$ cat src/sv/ctr_pkg.sv
// Shared types, fixed-point constants and rounding helper for the
// colour temperature to RGB pipeline. No dependencies.
package ctr_pkg;

  localparam int FRAC_BITS = 12;
  localparam int IQ = 30;
  localparam int CW = 16;
  localparam int KW = 14;
  localparam int S_QW = 29;
  localparam int CQ_QW = 32;
  localparam int OQW = CW;

  localparam longint ONE = 64'sd1 <<< IQ;

  typedef logic signed [CW-1:0] raw_t;
  typedef logic [63:0] rem_t;
  typedef logic signed [69:0] prod_t;
  typedef logic signed [35:0] acc_t;
  typedef logic signed [35:0] comp_t;
  typedef logic [36:0] lum_t;

  typedef struct packed {
    logic kind;
    raw_t red;
    raw_t green;
    raw_t blue;
  } side_t;

  typedef struct packed {
    side_t side;
    logic hi;
    logic [S_QW-1:0] s;
  } recip_t;

  typedef struct packed {
    comp_t red;
    comp_t green;
    comp_t blue;
  } rgb_t;

  typedef struct packed {
    logic [CW-1:0] red;
    logic [CW-1:0] green;
    logic [CW-1:0] blue;
    logic black;
  } res_t;

  localparam logic [KW-1:0] T_MIN = KW'(4000);
  localparam logic [KW-1:0] T_MAX = KW'(15000);
  localparam logic [KW-1:0] T_SPLIT = KW'(7000);
  localparam longint S_NUM = 1000 * ONE;

  localparam acc_t CA_LO = acc_t'(-((4607 * ONE + 500) / 1000));
  localparam acc_t CB_LO = acc_t'((29678 * ONE + 5000) / 10000);
  localparam acc_t CC_LO = acc_t'((9911 * ONE + 50000) / 100000);
  localparam acc_t CD_LO = acc_t'((244063 * ONE + 500000) / 1000000);
  localparam acc_t CA_HI = acc_t'(-((20064 * ONE + 5000) / 10000));
  localparam acc_t CB_HI = acc_t'((19018 * ONE + 5000) / 10000);
  localparam acc_t CC_HI = acc_t'((24748 * ONE + 50000) / 100000);
  localparam acc_t CD_HI = acc_t'((237040 * ONE + 500000) / 1000000);
  localparam acc_t Y_A = acc_t'((2870 * ONE + 500) / 1000);
  localparam acc_t Y_C = acc_t'((275 * ONE + 500) / 1000);
  localparam acc_t ONE_A = acc_t'(ONE);

  localparam acc_t M00 = acc_t'((32404542 * ONE + 5000000) / 10000000);
  localparam acc_t M01 = acc_t'((15371385 * ONE + 5000000) / 10000000);
  localparam acc_t M02 = acc_t'((4985314 * ONE + 5000000) / 10000000);
  localparam acc_t M10 = acc_t'((9692660 * ONE + 5000000) / 10000000);
  localparam acc_t M11 = acc_t'((18760108 * ONE + 5000000) / 10000000);
  localparam acc_t M12 = acc_t'((415560 * ONE + 5000000) / 10000000);
  localparam acc_t M20 = acc_t'((556434 * ONE + 5000000) / 10000000);
  localparam acc_t M21 = acc_t'((2040259 * ONE + 5000000) / 10000000);
  localparam acc_t M22 = acc_t'((10572252 * ONE + 5000000) / 10000000);

  localparam logic [29:0] W_R = 30'((2126 * ONE + 5000) / 10000);
  localparam logic [29:0] W_G = 30'((7152 * ONE + 5000) / 10000);
  localparam logic [29:0] W_B = 30'((722 * ONE + 5000) / 10000);

  localparam lum_t LUM_MIN = lum_t'((ONE + 999999) / 1000000);
  localparam logic [CW-1:0] WHITE =
    CW'((FRAC_BITS > CW - 1) ? ((1 << CW) - 1) : (1 << FRAC_BITS));
  localparam logic [CW-1:0] HALF_SCALE = CW'(1 << (FRAC_BITS - 1));

  localparam prod_t HALF_P = prod_t'(1) <<< (IQ - 1);

  // round to nearest, halves away from zero, drop IQ fraction bits
  function automatic acc_t rnd_q(input prod_t p);
    prod_t m;
    if (p < 0) begin
      m = -((-p + HALF_P) >>> IQ);
    end else begin
      m = (p + HALF_P) >>> IQ;
    end
    return acc_t'(m);
  endfunction

endpackage

$ cat src/sv/ctr_recip.sv
// Clamp of the temperature and pipelined restoring divider for 1000/T.
// Depends on ctr_pkg.
module ctr_recip (
  input  logic            clk_i,
  input  logic            rst_ni,
  input  logic            in_valid_i,
  output logic            in_ready_o,
  input  ctr_pkg::side_t  side_i,
  input  logic [ctr_pkg::KW-1:0] kelvin_i,
  output logic            out_valid_o,
  input  logic            out_ready_i,
  output ctr_pkg::recip_t out_o
);

  localparam int N = ctr_pkg::S_QW + 1;

  logic [N-1:0] v_q, vin, ld;
  logic [N:0] rdy;

  ctr_pkg::side_t side_q [N];
  logic hi_q [N];
  ctr_pkg::rem_t rem_q [N];
  logic [ctr_pkg::KW-1:0] tk_q [N];
  logic [ctr_pkg::S_QW-1:0] q_q [N];

  logic [ctr_pkg::KW-1:0] tk_d;

  assign rdy[N] = out_ready_i;
  for (genvar k = 0; k < N; k++) begin : g_rdy
    assign rdy[k] = !v_q[k] || rdy[k+1];
  end
  assign vin = {v_q[N-2:0], in_valid_i};
  assign ld = vin & rdy[N-1:0];

  always_ff @(posedge clk_i or negedge rst_ni) begin
    if (!rst_ni) begin
      v_q <= '0;
    end else begin
      v_q <= (v_q & ~rdy[N-1:0]) | ld;
    end
  end

  always_comb begin
    if (kelvin_i < ctr_pkg::T_MIN) begin
      tk_d = ctr_pkg::T_MIN;
    end else if (kelvin_i > ctr_pkg::T_MAX) begin
      tk_d = ctr_pkg::T_MAX;
    end else begin
      tk_d = kelvin_i;
    end
  end

  always_ff @(posedge clk_i) begin
    if (ld[0]) begin
      side_q[0] <= side_i;
      hi_q[0]   <= tk_d > ctr_pkg::T_SPLIT;
      tk_q[0]   <= tk_d;
      rem_q[0]  <= ctr_pkg::rem_t'(ctr_pkg::S_NUM) + ctr_pkg::rem_t'(tk_d >> 1);
      q_q[0]    <= '0;
    end
  end

  for (genvar k = 1; k < N; k++) begin : g_div
    localparam int SHIFT = ctr_pkg::S_QW - k;
    ctr_pkg::rem_t dsh;
    logic ge;
    assign dsh = ctr_pkg::rem_t'(tk_q[k-1]) << SHIFT;
    assign ge = rem_q[k-1] >= dsh;
    always_ff @(posedge clk_i) begin
      if (ld[k]) begin
        side_q[k] <= side_q[k-1];
        hi_q[k]   <= hi_q[k-1];
        tk_q[k]   <= tk_q[k-1];
        rem_q[k]  <= ge ? rem_q[k-1] - dsh : rem_q[k-1];
        q_q[k]    <= {q_q[k-1][ctr_pkg::S_QW-2:0], ge};
      end
    end
  end

  assign in_ready_o  = rdy[0];
  assign out_valid_o = v_q[N-1];
  assign out_o.side  = side_q[N-1];
  assign out_o.hi    = hi_q[N-1];
  assign out_o.s     = q_q[N-1];

endmodule

$ cat config.mk
export PLATFORM = sky130hd
export DESIGN_NAME = ctr_recip
export DESIGN_NICKNAME = d
export VERILOG_FILES = /design/src/sv/ctr_pkg.sv /design/src/sv/ctr_recip.sv
export SDC_FILE = /design/constraint.sdc
export NUM_CORES = 2
export LEC_CHECK = 0
export BUFFER_PORTS_ARGS = -buffer_cell sky130_fd_sc_hd__buf_4
export CORE_UTILIZATION = 35
export CTS_CLUSTER_DIAMETER = 50
export DETAILED_ROUTE_END_ITERATION = 6
export GPL_TIMING_DRIVEN = 0
export PLACE_DENSITY = 0.53
export SYNTH_ARGS = -nofsm -noshare
export SYNTH_HDL_FRONTEND = slang
export SYNTH_MEMORY_MAX_BITS = 65536
export SYNTH_SLANG_ARGS = --single-unit
$ cat constraint.sdc
create_clock -name clk_i -period 13.7 [get_ports clk_i]
set_clock_uncertainty 0.05 [all_clocks]
set_input_delay 0 -clock clk_i [delete_from_list [all_inputs] [get_ports clk_i]]
set_output_delay 0 -clock clk_i [all_outputs]
set_load 0.02 [all_outputs]
==> results.sh <==
export IMPL_status="completed"
export IMPL_firstDrtPassIters=6
export IMPL_final_area_um2=184000
export IMPL_slew_violations=0
export IMPL_p_per_area_nw_per_um2=165
export IMPL_ys_ff_latch=3748
export IMPL_ys_flop_type="edfxtp_1"
export IMPL_syn_instance_count=10700
export IMPL_synth_distinct_cells=103
export IMPL_insertion_delay_ps=970
export IMPL_h_tree_depth=5
export IMPL_hold_path_class="in2reg"
export IMPL_synth_area_um2=158000
export IMPL_tightest_slew_ps=1400
export IMPL_fin_crit_ps=5060
export IMPL_postPlaceCellArea_um2=168000
export IMPL_hold_violations=0
export IMPL_port_buffers=147
export IMPL_grt_max_degree=75
export IMPL_grt_usage=0.146
export IMPL_cap_violations=0
export IMPL_synth_edf_count=3718
export IMPL_clk_pin_slew_ps=60
export IMPL_grt_pass1_vias=89200
export IMPL_seq_area_frac_synth=0.713
export IMPL_num_rows=246
export IMPL_rsz0062_at_grt="false"
export IMPL_crit_path_start_kind="flop"
export IMPL_antenna_found_initial=23
export IMPL_ir_worst_vdd_mv=0.116
export IMPL_final_cell_mix="edfxtp_1, nor2_1, xor2_1"
export IMPL_path_max_fanout=7
export IMPL_die_h_um=673
export IMPL_ant_nets=0
export IMPL_hpwl_um=253000
export IMPL_drc=0
export IMPL_wirelength_um=341000
export IMPL_dr_first_iter_drc_count=6430
export IMPL_cts_sinks=3748
export IMPL_io_pins=148
export IMPL_setup_violations=0
export IMPL_die_x_um=673
export IMPL_final_common_cell="edfxtp_1"
export IMPL_die_area_um2=453000
export IMPL_cts_made_buffers=430
export IMPL_crit_path_end_kind="output pin"
export IMPL_grt_overflow_total=0
export IMPL_vias=88300
export IMPL_p_leak_nw=64.5
export IMPL_crit_type="reg2out"
export IMPL_p_total_w=0.0304
export IMPL_gp_congestion=0.920
export IMPL_avgViaCountPerCell=4.94
export IMPL_yosysWarningCount=0
export IMPL_avgRoutedWirePerCell_um=19.1
export IMPL_ctsLongestPathBuffers=4
export IMPL_final_nets=12000
export IMPL_cts_root_buf="clkbuf_16"
export IMPL_max_slew_margin=0.0663
export IMPL_post_route_period_util=0.370
export IMPL_grt_pass1_wl_um=524000
export IMPL_drive_gt1_frac=0.102
export IMPL_cp_arrival_ps=5010
export IMPL_initial_utilization=0.351
export IMPL_synth_async_reset_ratio=0.00800
export IMPL_placeableCoreArea_um2=449000
export IMPL_cts_tree="yes"
export IMPL_syn_area_per_cell_um2=14.7
export IMPL_max_freq_ghz=0.197
export IMPL_area_growth_pct=16.8
export IMPL_worstPathRequired_ps=13650
-- power breakdown --
part	leakage, nW	internal [W]	total, W	switching, W
sequential	36.3	0.0142	0.0150	0.000770
combinational	21.2	0.00162	0.00402	0.00240
clock	6.99	0.00673	0.0114	0.00466
total	64.5	0.0225	0.0304	0.00783
-- flip-flops by register name, indices dropped and copies added (netlist names), named ones only --
register and flops:
q_q 435, tk_q 390, hi_q 30, rem_q 1393, side_q 1470
-- worst paths after layout --
check | cells after the start | endpoint | slack [ps] | start
worst max-delay path | 8 | in_ready_o | 8640 | flop
worst min-delay path | 4 | hi_q[0][0]$_DFFE_PP_ | 80 | kelvin_i[12]
worst max register to register | 9 | side_q[0][19]$_DFFE_PP_ | 8730 | flop
worst min register to register | 0 | side_q[5][69]$_DFFE_PP_ | 350 | side_q[5][20]$_DFFE_PP_
max in group asynchronous | 4 | async pin | 13210 | rst_ni
min in group asynchronous | 4 | async pin | 140 | rst_ni
-- layout make-up --
type / count / area [um^2]
sequential: 3748 / 112000
timing repair buffer: 372 / 4390
clock buffer: 518 / 11300
multi-input combinational: 6229 / 42200
antenna: 10 / 25.0
tap: 5952 / 7450
fill: 40700 / 265000
clock inverter: 284 / 3110
inverter: 508 / 1910
buffer: 258 / 1300
-- cell usage after synthesis (21+ instances only) --
cell | n | share of area
and2_1 | 53 | 0.0021
o211ai_1 | 24 | 0.0011
a31oi_1 | 41 | 0.0016
nor4b_1 | 40 | 0.0022
inv_1 | 504 | 0.012
ha_1 | 379 | 0.030
nor3_1 | 351 | 0.011
o41ai_1 | 25 | 0.0014
or3_1 | 174 | 0.0069
a211oi_1 | 34 | 0.0016
o31a_1 | 25 | 0.0014
or4_1 | 155 | 0.0074
and4_1 | 22 | 0.0012
clkbuf_1 | 156 | 0.0037
nand3_1 | 171 | 0.0054
xnor2_1 | 533 | 0.030
fa_1 | 27 | 0.0034
o21a_1 | 73 | 0.0035
a21boi_0 | 21 | 0.0010
nor2_1 | 690 | 0.016
nand4b_1 | 52 | 0.0029
buf_4 | 80 | 0.0038
nand2b_1 | 137 | 0.0054
a21oi_1 | 416 | 0.013
nor2b_1 | 86 | 0.0034
xor2_1 | 651 | 0.036
dfrtp_1 | 30 | 0.0048
mux2_2 | 79 | 0.0056
nand4_1 | 108 | 0.0043
o31ai_1 | 60 | 0.0029
nor4_1 | 314 | 0.012
a21o_1 | 118 | 0.0056
o21bai_1 | 21 | 0.0010
or2_2 | 71 | 0.0028
and3_1 | 63 | 0.0025
nand3b_1 | 55 | 0.0026
nand2_1 | 593 | 0.014
nor3b_1 | 21 | 0.0010
edfxtp_1 | 3718 | 0.71
o21ai_0 | 341 | 0.011
-- cells by family after synthesis --
family | count (synthesis) | share of synthesized area
buf+inv | 766 | 0.0203
mux | 80 | 0.00571
compound gates | 1334 | 0.0531
flops | 3748 | 0.713
other cells | 1 | 0.0000238
xor+xnor | 1184 | 0.0658
fa+ha+maj | 406 | 0.0335
simple gates | 3218 | 0.108
-- stage by stage --
step	hold slack, ps	instances	setup TNS [ps]	util	worst slack (ps)
4_1_cts	15.9	17900	0	0.410	8550
6_report	82.5	17900	0	0.410	8640
5_1_grt	34.0	17900	0	0.410	8290
3_5_place_dp	-25.9	16900	0	0.375	8840
3_3_place_gp	-42.4	16800	-428430	0.370	-3440
2_1_floorplan	-346	10700	0	-	2420
-- worst max-delay path, stage by stage (launching register included) --
cell and delay [ps]:
dfrtp_1 520, nand4_1 170, nor4_2 840, nand4_1 560
nor2_1 710, and3_1 430, and4_1 360, nand3_1 220
buf_4 220
-- repair_timing --
item / CTS / global route
hold endpoints to repair: 273 / 0
hold buffers: 145 / 0
gates resized for setup: 0 / 0
setup buffers: 0 / 0
-- metal layers --
metal  part of all wire  routed length [um]  GRT usage  up-vias
met2               0.49              168000      0.257     2139
met1               0.43              147000      0.186    43300
met5           0.000076                  26          0        -
li1                   -                   -          -    42300
met3              0.042               14400     0.0191      658
met4              0.034               11500     0.0510        4
No activity file was read; power rests on OpenSTA's default activity.
